--- src/design/vpt_pkg.sv ---
package vpt_pkg;

    localparam int NUM_CHANNELS = 8;
    localparam int BASE_RATE_HZ = 1024;

    localparam int CH_W   = (NUM_CHANNELS > 1) ? $clog2(NUM_CHANNELS) : 1;
    localparam int TICK_W = $clog2(BASE_RATE_HZ);
    localparam int LG_W   = 4;
    localparam int EVT_W  = 16;

    // Rates run from 2 Hz up to the base rate, all powers of two.
    localparam logic [LG_W-1:0]   MIN_RATE_LG    = LG_W'(1);
    localparam int                MAX_RATE_LG    = TICK_W;
    localparam logic [LG_W-1:0]   OPEN_RATE_LG   = LG_W'(1);
    localparam logic [TICK_W-1:0] TICK_LAST      = TICK_W'(BASE_RATE_HZ - 1);
    localparam logic [EVT_W-1:0]  EVENT_MAX      = '1;

    localparam logic [2:0] SIZE_NONE = 3'd0;
    localparam logic [2:0] SIZE_B1   = 3'd1;
    localparam logic [2:0] SIZE_B2   = 3'd2;
    localparam logic [2:0] SIZE_B4   = 3'd4;

    typedef enum logic [1:0] {
        ACT_TICK     = 2'd0,
        ACT_OPEN     = 2'd1,
        ACT_SET_RATE = 2'd2,
        ACT_ARM      = 2'd3
    } t_action;

    typedef enum logic [1:0] {
        ST_OK          = 2'd0,
        ST_BAD_SIZE    = 2'd1,
        ST_BAD_RATE    = 2'd2,
        ST_BAD_CHANNEL = 2'd3
    } t_status;

    typedef struct packed {
        t_action     action;
        logic [2:0]  channel;
        logic [31:0] value;
        logic [2:0]  size_bytes;
    } t_req;

    typedef struct packed {
        t_status    status;
        logic [2:0] accepted_bytes;
        logic [7:0] released_mask;
    } t_rsp;

    typedef enum logic [1:0] {
        S_IDLE = 2'd0,
        S_CMD  = 2'd1,
        S_WALK = 2'd2,
        S_RESP = 2'd3
    } t_state;

    typedef struct packed {
        logic load;
        logic tick_inc;
        logic exec;
        logic walk;
    } t_dp_cmd;

    typedef struct packed {
        logic last_ch;
    } t_dp_stat;

endpackage

--- src/design/vpt_ctrl.sv ---
module vpt_ctrl (
    input  logic              i_clk,
    input  logic              i_rst_n,
    input  logic              i_start,
    input  vpt_pkg::t_action  i_action,
    input  vpt_pkg::t_dp_stat i_stat,
    output vpt_pkg::t_dp_cmd  o_cmd,
    output logic              o_busy,
    output logic              o_valid
);

    vpt_pkg::t_state r_state;
    vpt_pkg::t_state n_state;

    always_ff @(posedge i_clk) begin
        if (!i_rst_n) begin
            r_state <= vpt_pkg::S_IDLE;
        end else begin
            r_state <= n_state;
        end
    end

    always_comb begin
        n_state = r_state;
        case (r_state)
            vpt_pkg::S_IDLE: begin
                if (i_start) begin
                    n_state = (i_action == vpt_pkg::ACT_TICK) ? vpt_pkg::S_WALK
                                                              : vpt_pkg::S_CMD;
                end
            end
            vpt_pkg::S_CMD: begin
                n_state = vpt_pkg::S_RESP;
            end
            vpt_pkg::S_WALK: begin
                if (i_stat.last_ch) begin
                    n_state = vpt_pkg::S_RESP;
                end
            end
            vpt_pkg::S_RESP: begin
                n_state = vpt_pkg::S_IDLE;
            end
            default: begin
                n_state = vpt_pkg::S_IDLE;
            end
        endcase
    end

    always_comb begin
        o_cmd   = '0;
        o_busy  = 1'b1;
        o_valid = 1'b0;
        case (r_state)
            vpt_pkg::S_IDLE: begin
                o_busy         = 1'b0;
                o_cmd.load     = i_start;
                o_cmd.tick_inc = i_start && (i_action == vpt_pkg::ACT_TICK);
            end
            vpt_pkg::S_CMD: begin
                o_cmd.exec = 1'b1;
            end
            vpt_pkg::S_WALK: begin
                o_cmd.walk = 1'b1;
            end
            vpt_pkg::S_RESP: begin
                o_valid = 1'b1;
            end
            default: begin
                o_busy = 1'b1;
            end
        endcase
    end

    a_accept_goes_busy: assert property (@(posedge i_clk) disable iff (!i_rst_n)
        (i_start && !o_busy) |=> o_busy)
        else $error("accepted request did not make the block busy");

    a_valid_then_idle: assert property (@(posedge i_clk) disable iff (!i_rst_n)
        o_valid |=> !o_busy && !o_valid)
        else $error("result strobe lasted more than one cycle");

    a_walk_ends: assert property (@(posedge i_clk) disable iff (!i_rst_n)
        (o_cmd.walk && i_stat.last_ch) |=> o_valid)
        else $error("channel walk did not end in a result");

    a_load_only_idle: assert property (@(posedge i_clk) disable iff (!i_rst_n)
        o_cmd.load |-> !o_busy && !o_cmd.walk && !o_cmd.exec)
        else $error("request loaded while busy");

endmodule

--- src/design/vpt_datapath.sv ---
module vpt_datapath (
    input  logic              i_clk,
    input  logic              i_rst_n,
    input  vpt_pkg::t_req     i_req,
    input  vpt_pkg::t_dp_cmd  i_cmd,
    output vpt_pkg::t_dp_stat o_stat,
    output vpt_pkg::t_rsp     o_rsp
);

    logic [vpt_pkg::TICK_W-1:0] r_tick;
    logic [vpt_pkg::LG_W-1:0]   r_rate  [vpt_pkg::NUM_CHANNELS];
    logic [vpt_pkg::EVT_W-1:0]  r_event [vpt_pkg::NUM_CHANNELS];
    logic [vpt_pkg::NUM_CHANNELS-1:0] r_wait;
    logic [vpt_pkg::CH_W-1:0]   r_idx;
    vpt_pkg::t_req              r_req;
    vpt_pkg::t_rsp              r_rsp;

    // Walk decode for the channel under r_idx.
    logic [vpt_pkg::LG_W-1:0]   walk_lg;
    logic [vpt_pkg::TICK_W-1:0] walk_mask;
    logic                       walk_fire;

    // Set-rate decode for the loaded request.
    logic                       req_ch_ok;
    logic [31:0]                set_rate;
    logic                       size_ok;
    logic                       rate_ok;
    logic [vpt_pkg::LG_W-1:0]   set_lg;

    assign o_stat.last_ch = (r_idx == vpt_pkg::CH_W'(vpt_pkg::NUM_CHANNELS - 1));
    assign o_rsp          = r_rsp;

    // A channel at rate 2^lg fires when the low (TICK_W - lg) counter bits are zero.
    assign walk_lg   = r_rate[r_idx];
    assign walk_mask = vpt_pkg::TICK_LAST >> walk_lg;
    assign walk_fire = (walk_lg != '0) && ((r_tick & walk_mask) == '0);

    assign req_ch_ok = (32'(r_req.channel) < 32'(vpt_pkg::NUM_CHANNELS));

    always_comb begin
        set_rate = '0;
        size_ok  = 1'b1;
        case (r_req.size_bytes)
            vpt_pkg::SIZE_B1: set_rate = {24'd0, r_req.value[7:0]};
            vpt_pkg::SIZE_B2: set_rate = {16'd0, r_req.value[15:0]};
            vpt_pkg::SIZE_B4: set_rate = r_req.value;
            default:          size_ok  = 1'b0;
        endcase
    end

    always_comb begin
        set_lg  = '0;
        rate_ok = (set_rate != '0) && ((set_rate & (set_rate - 32'd1)) == '0) &&
                  !set_rate[0] && (set_rate[31:vpt_pkg::MAX_RATE_LG+1] == '0);
        for (int i = 1; i <= vpt_pkg::MAX_RATE_LG; i++) begin
            if (set_rate[i]) begin
                set_lg = set_lg | vpt_pkg::LG_W'(i);
            end
        end
    end

    always_ff @(posedge i_clk) begin
        if (!i_rst_n) begin
            r_tick <= '0;
            r_wait <= '0;
            r_idx  <= '0;
            for (int c = 0; c < vpt_pkg::NUM_CHANNELS; c++) begin
                r_rate[c]  <= '0;
                r_event[c] <= '0;
            end
        end else begin
            if (i_cmd.load) begin
                r_idx <= '0;
            end
            if (i_cmd.tick_inc) begin
                r_tick <= (r_tick == vpt_pkg::TICK_LAST) ? '0
                                                        : r_tick + vpt_pkg::TICK_W'(1);
            end
            if (i_cmd.exec && req_ch_ok) begin
                case (r_req.action)
                    vpt_pkg::ACT_OPEN: begin
                        r_rate[r_req.channel] <= vpt_pkg::OPEN_RATE_LG;
                    end
                    vpt_pkg::ACT_ARM: begin
                        r_wait[r_req.channel]  <= 1'b1;
                        r_event[r_req.channel] <= '0;
                    end
                    vpt_pkg::ACT_SET_RATE: begin
                        if (size_ok && rate_ok) begin
                            r_rate[r_req.channel] <= set_lg;
                        end
                    end
                    default: begin
                    end
                endcase
            end
            if (i_cmd.walk) begin
                r_idx <= r_idx + vpt_pkg::CH_W'(1);
                if (walk_fire) begin
                    if (r_wait[r_idx]) begin
                        r_wait[r_idx]  <= 1'b0;
                        r_event[r_idx] <= '0;
                    end else if (r_event[r_idx] != vpt_pkg::EVENT_MAX) begin
                        r_event[r_idx] <= r_event[r_idx] + vpt_pkg::EVT_W'(1);
                    end
                end
            end
        end
    end

    // Request and result registers hold payload only.
    always_ff @(posedge i_clk) begin
        if (i_cmd.load) begin
            r_req <= i_req;
            r_rsp <= '0;
        end
        if (i_cmd.exec) begin
            if (!req_ch_ok) begin
                r_rsp.status <= vpt_pkg::ST_BAD_CHANNEL;
            end else if (r_req.action == vpt_pkg::ACT_SET_RATE &&
                         r_req.size_bytes != vpt_pkg::SIZE_NONE) begin
                if (!size_ok) begin
                    r_rsp.status <= vpt_pkg::ST_BAD_SIZE;
                end else if (!rate_ok) begin
                    r_rsp.status <= vpt_pkg::ST_BAD_RATE;
                end else begin
                    r_rsp.accepted_bytes <= r_req.size_bytes;
                end
            end
        end
        if (i_cmd.walk && walk_fire && r_wait[r_idx] && (32'(r_idx) < 32'd8)) begin
            r_rsp.released_mask[r_idx[2:0]] <= 1'b1;
        end
    end

endmodule

--- src/design/virtual_periodic_timer_channels.sv ---
// Virtual periodic timer channels: a 1024 Hz base tick is divided into eight
// channels at power-of-two rates from 2 to 1024 Hz. Raise start with a request
// while busy is low; exactly one result follows on o_rsp, marked by a
// single-cycle o_valid strobe that cannot be held off, so it must be captured
// on that cycle. A tick request goes from accept to result through a load step,
// a walk of the channel registers one channel at a time through a single update
// unit, and a result step; open, set-rate and arm requests go through load,
// execute and result steps. busy stays high until the result strobe has gone.
module virtual_periodic_timer_channels (
    input  logic          i_clk,
    input  logic          i_rst_n,
    input  logic          start,
    input  vpt_pkg::t_req i_req,
    output logic          busy,
    output logic          o_valid,
    output vpt_pkg::t_rsp o_rsp
);

    vpt_pkg::t_dp_cmd  dp_cmd;
    vpt_pkg::t_dp_stat dp_stat;

    vpt_ctrl u_ctrl (
        .i_clk    (i_clk),
        .i_rst_n  (i_rst_n),
        .i_start  (start),
        .i_action (i_req.action),
        .i_stat   (dp_stat),
        .o_cmd    (dp_cmd),
        .o_busy   (busy),
        .o_valid  (o_valid)
    );

    vpt_datapath u_datapath (
        .i_clk   (i_clk),
        .i_rst_n (i_rst_n),
        .i_req   (i_req),
        .i_cmd   (dp_cmd),
        .o_stat  (dp_stat),
        .o_rsp   (o_rsp)
    );

endmodule
--- config.mk ---
export PLATFORM = sky130hd
export DESIGN_NAME = virtual_periodic_timer_channels
export DESIGN_NICKNAME = d
export VERILOG_FILES = /design/src/design/vpt_pkg.sv /design/src/design/vpt_ctrl.sv /design/src/design/vpt_datapath.sv /design/src/design/virtual_periodic_timer_channels.sv
export SDC_FILE = /design/constraint.sdc
export NUM_CORES = 1
export LEC_CHECK = 0
export ABC_CLOCK_PERIOD_IN_PS = 6800
export BUFFER_PORTS_ARGS = -buffer_cell sky130_fd_sc_hd__buf_2
export CORE_ASPECT_RATIO = 1.5
export CORE_MARGIN = 1.5
export CORE_UTILIZATION = 55
export DETAILED_ROUTE_END_ITERATION = 8
export PLACE_DENSITY_LB_ADDON = 0.1
export RECOVER_POWER = 100
export SYNTH_ARGS = -nofsm -noshare
export SYNTH_HDL_FRONTEND = slang
export SYNTH_HIERARCHICAL = 1
export SYNTH_SLANG_ARGS = --single-unit
--- constraint.sdc ---
create_clock -name i_clk -period 6.8 [get_ports i_clk]
set_input_delay 1.36 -clock i_clk [delete_from_list [all_inputs] [get_ports i_clk]]
set_output_delay 1.36 -clock i_clk [all_outputs]
set_load 0.03 [all_outputs]
# ---- Word-level counts from Yosys, hierarchy flattened
# Memories as Yosys holds them, arrays and structs flattened. A register that Yosys moved wholly into a read port is not among the register bits.
# Cells that the tools add are included.
dict set report totals {
  mem_count 1
  ram_bits 32
  input_bits 43
  wordCells 124
  reg_bits 76
}
# memory depth width rd rd_ports_with_merged_regs wr line
set mem_list {}
lappend mem_list {u_datapath.r_rate 8 4 1 1 8 vpt_datapath.sv:11} ;# logic [vpt_pkg::LG_W-1:0] r_rate [vpt_pkg::NUM_CHANNELS];
dict set report classes {
  bitwise 7
  reduce_logical 24
  eq_ne 13
  n_addsub 3
  muxes 60
  order_cmp 4
  shifts 1
}
# op n
set ops {}
lappend ops {{$pmux W32 S3} 1}
lappend ops {{$mux W8} 7}
lappend ops {{$mux W3} 11}
lappend ops {{$and A32 B32 Y32} 1}
lappend ops {{$logic_not A32 Y1} 1}
lappend ops {{$reduce_bool A32 Y1} 1}
lappend ops {{$sub A32 B1 Y32 const B} 1}
lappend ops {{$logic_not A21 Y1} 1}
lappend ops {{$mux W1} 20}
lappend ops {{$mux W4} 5}
lappend ops {{$mux W2} 8}
lappend ops {{$or A8 B8 Y8} 2}
lappend ops {{$mux W13} 1}
lappend ops {{$logic_and A1 B1 Y1} 11}
lappend ops {{$add A10 B1 Y10 const B} 1}
lappend ops {{$and A10 B10 Y10} 1}
lappend ops {{$eq A10 B10 Y1 const B} 1}
lappend ops {{$logic_not A10 Y1} 1}
lappend ops {{$mux W10} 1}
lappend ops {{$mux W5} 2}
lappend ops {{$shr A10 B4 Y10 const A} 1}
lappend ops {{$and A8 B8 Y8} 1}
lappend ops {{$eq A2 B2 Y1 const B} 4}
lappend ops {{$lt A3 B4 Y1 const B} 2}
lappend ops {{other kinds (20)} 26}

# ---- Logic depth before layout (Yosys ltp)
dict set report depth {
  depth_word 17
  mapped_depth 9
}

# ---- Modules after synthesis
# The synthesis kept the hierarchy.
# module n_inst cells_each area_per_inst_um2
set by_module_without_submodules {}
lappend by_module_without_submodules {vpt_datapath 1 418 5099.9}
lappend by_module_without_submodules {vpt_ctrl 1 23 200.2}

# ---- Worst setup path before layout
# Ideal clock, no wire load.
dict set report synth_path {
  path_kind {input -> register}
  start {input port start}
  end {register u_datapath/r_tick[3] (netlist bit)}
  t_required_ns 6.667
  path_slack_ns 2.912
  arrival_ns 3.756
  stages 5
  path_cell_list {and2_1 -> nor3b_1 -> nand4_1 -> o21ai_0 -> nor2_1}
}
# element line
set synth_lines {}
lappend synth_lines {{start, declared} virtual_periodic_timer_channels.sv:12} ;# input logic start,
lappend synth_lines {{end signal, assigned} vpt_datapath.sv:76} ;# r_tick <= (r_tick == vpt_pkg::TICK_LAST) ? '0
lappend synth_lines {{end, declared} vpt_datapath.sv:10} ;# logic [vpt_pkg::TICK_W-1:0] r_tick;

==> results.cfg <==
[status]
status = complete, no violations

[grt]
grt_first_pass_wirelength_um = 17480
grt_use_met3_pct = 3.138
grtUsageTotal_pct = 22.05
busiest_layer = met2
grt_use_met2_pct = 43.95
grt_pass1_vias = 3715
overflow = 0
grt_start_max_net_pins = 58
grt_use_met1_pct = 22.08
antenna_found_initial = 0

[timing]
final.setup.tns_ps = 0
relSlewSlack_pct = 33.82
finalHoldViolations = 0
drv_slew = 0
layout_min_cycle_time_ps = 4027
hold_ws_ps = 460.8
tightest_slew_ps = 978.9
fin_skew_ps = 11.63
fin_crit_sh_pct = 59.22
fmax_mhz = 248.3
final-setup-viol-count = 0
rsz0062_at_grt = no

[place]
io_buffers = 57
dp_hpwl_um = 8201
place_area_um2 = 5660
gp_congestion = 0.8728

[cts]
cts_tree = done
clk_pin_slew_worst_paths_ps = 80
clock-root-buffer = clkbuf_16
clock_path_buffers = 2
clock_latency_ps = 350
htree_levels = 3
cts_resized = 0
postCtsSetupBuffers = 0
cts_made_buffers = 9
hold_buffers = 0
cts.sinks = 111

[synth]
synth.avg_cell_area_um2 = 12.02
synthDominantCellAreaShare_pct = 40.79
synth_top_flop_cell = edfxtp_1
ys_seq_area_share_pct = 55.52
ys_seq_elements = 111
synth_most_common_cell = edfxtp_1
synth_cells = 441
ys_warn_count = 6
synth_area_leaders = edfxtp_1 41%, dfxtp_1 15%, mux4_2 7.2%, nor2_1 3.4%, ha_1 1.9%
ys_types = 62
synthTopCellsByCount = 72 x edfxtp_1, 48 x nor2_1, 39 x dfxtp_1, 22 x nand2_1, 19 x inv_1
synth_compound_area_share_pct = 12.46
synth.mux.area_fraction_pct = 9.443
synthSimpleGateAreaFrac_pct = 16.24
synth_edf_count = 72
synth_nets = 492
synth.largest_area_cell = edfxtp_1
async_flop_share_pct = 0
synth_xor_area_share_pct = 1.322
synth_top_family_by_area = simple AND/OR/NAND/NOR gates
syn_area_um2 = 5300
synthAdderAreaFrac_pct = 2.266

[setup_path]
crit_required_ps = 6770
cp_common_cell = or4_1
cp-end-kind = flip-flop
critical_path_class = reg2reg
cp-start-kind = flip-flop
crit_chain = or4_1 -> or4_1 -> and3_1 -> nor4_1 -> a31oi_1 -> o31ai_1
cpMaxStageDelayCell = o31ai_1
worst-path-max-fanout = 8
worstPathArrival_ps = 4000
slowest_delay_ps = 810

[floorplanning]
io_pins = 58
die_w_um = 83.15
fp.coreArea_um2 = 9308
rows = 43
die_y_um = 123.2
dieArea_um2 = 10250
initial_core_util_pct = 56.94

[power_and_ir_drop]
peakVddDrop_v = 0.0002086
power_leakage_uw = 0.001968
power.total_uw = 1766
power_per_cell_area_nw_per_um2 = 300.3

[route]
ant_nets = 0
via_per_inst = 6.126
wl_um = 10890
drtIter0Drc = 273
routedWlPerCell_um = 17.87
vias = 3731
first_pass_iters = 4
drc_errors = 0

[worst_hold_path]
hold_class = reg2reg

[layout]
nets = 543
final_area_um2 = 5879
area_growth_pct = 10.93
final_layout_size_suffix_gt1_share_pct = 17.91
n_antenna_cell = 0

[flow_run]
maxCapViolCount = 0
## kinds of logic (layout without fill, tap and decap cells)
family,Yosys count,count (layout)
simple gates,157,157
flops,111,111
compound gates,90,90
buf+inv,37,93
mux,28,28
fa+ha+maj,10,10
xor+xnor,8,8
## worst paths after layout
| check | startpoint | slack (ps) | to | cells after the start |
|---|---|---|---|---|
| max | u_datapath/r_req[6] | 2770 | u_datapath/r_rate[1][0] | 6 |
| min | u_datapath/o_rsp[3] | 460 | u_datapath/o_rsp[3] | 2 |
| max reg2reg | u_datapath/r_req[6] | 2770 | u_datapath/r_rate[1][0] | 6 |
| min reg2reg | u_datapath/o_rsp[3] | 460 | u_datapath/o_rsp[3] | 2 |
## where the power goes
part | internal, uW | switching [uW]
Combinational | 141 | 225
Clock | 256 | 245
Sequential | 816 | 81.2
Total | 1210 | 552
## state kept, by name, indices dropped and copies added (netlist names), named ones only
register,cells
u_datapath/o_rsp,13
u_ctrl/r_state,2
u_datapath/r_idx,3
u_datapath/r_wait,8
u_datapath/r_tick,10
u_datapath/r_rate,32
u_datapath/r_req,40
## worst max-delay path, delay by kind of cell (launching register included)
kind	cells	cell delay, ps
compound gates	2	1210
flops	1	460
simple gates	4	1980
## layer usage
metal	wire length, um	vias to the layer above
met5	0	-
met4	332	0
met3	289	24
met2	6257	92
met1	4006	1817
li1	-	1798
## cell type report
cell class / count / area, um2
multi-input cells: 293 / 2170
clock buffers: 9 / 225.2
repair buffers: 58 / 269.0
inverters: 19 / 71.32
clock inverters: 7 / 61.31
flip-flops and latches: 111 / 2943
well taps: 112 / 140.1
fillers: 762 / 3428
## placed cells by master (no fill, tap or decap), types with 4 or more instances in the layout
master and instances:
edfxtp_1 72, nor2_1 48, dfxtp_1 39, buf_2 38
nand2_1 22, clkbuf_1 19, inv_1 19, mux4_2 17
a21oi_1 15, o21ai_0 13, nand3_1 11, clkbuf_16 9
or3_1 9, nor2b_1 9, o31ai_1 9, nand2b_1 8
ha_1 8, o22ai_1 7, or4_1 7, nor3_1 7
nand3b_1 7, o221a_2 6, xor2_1 6, a31oi_1 6
o32ai_1 5, mux2i_1 5, nand4_1 5, and3_1 4
nor4_1 4, mux2_2 4
## stage by stage
stage	worst slack, ps	utilization [%]	std cells
2_1_floorplan	2912	-	441
3_3_place_gp	3096	60.81	593
4_1_cts	3270	63.89	609
3_5_place_dp	2904	60.81	593
5_1_grt	2601	63.17	609
6_report	2773	63.17	609
(Power assumes the default switching activity.)
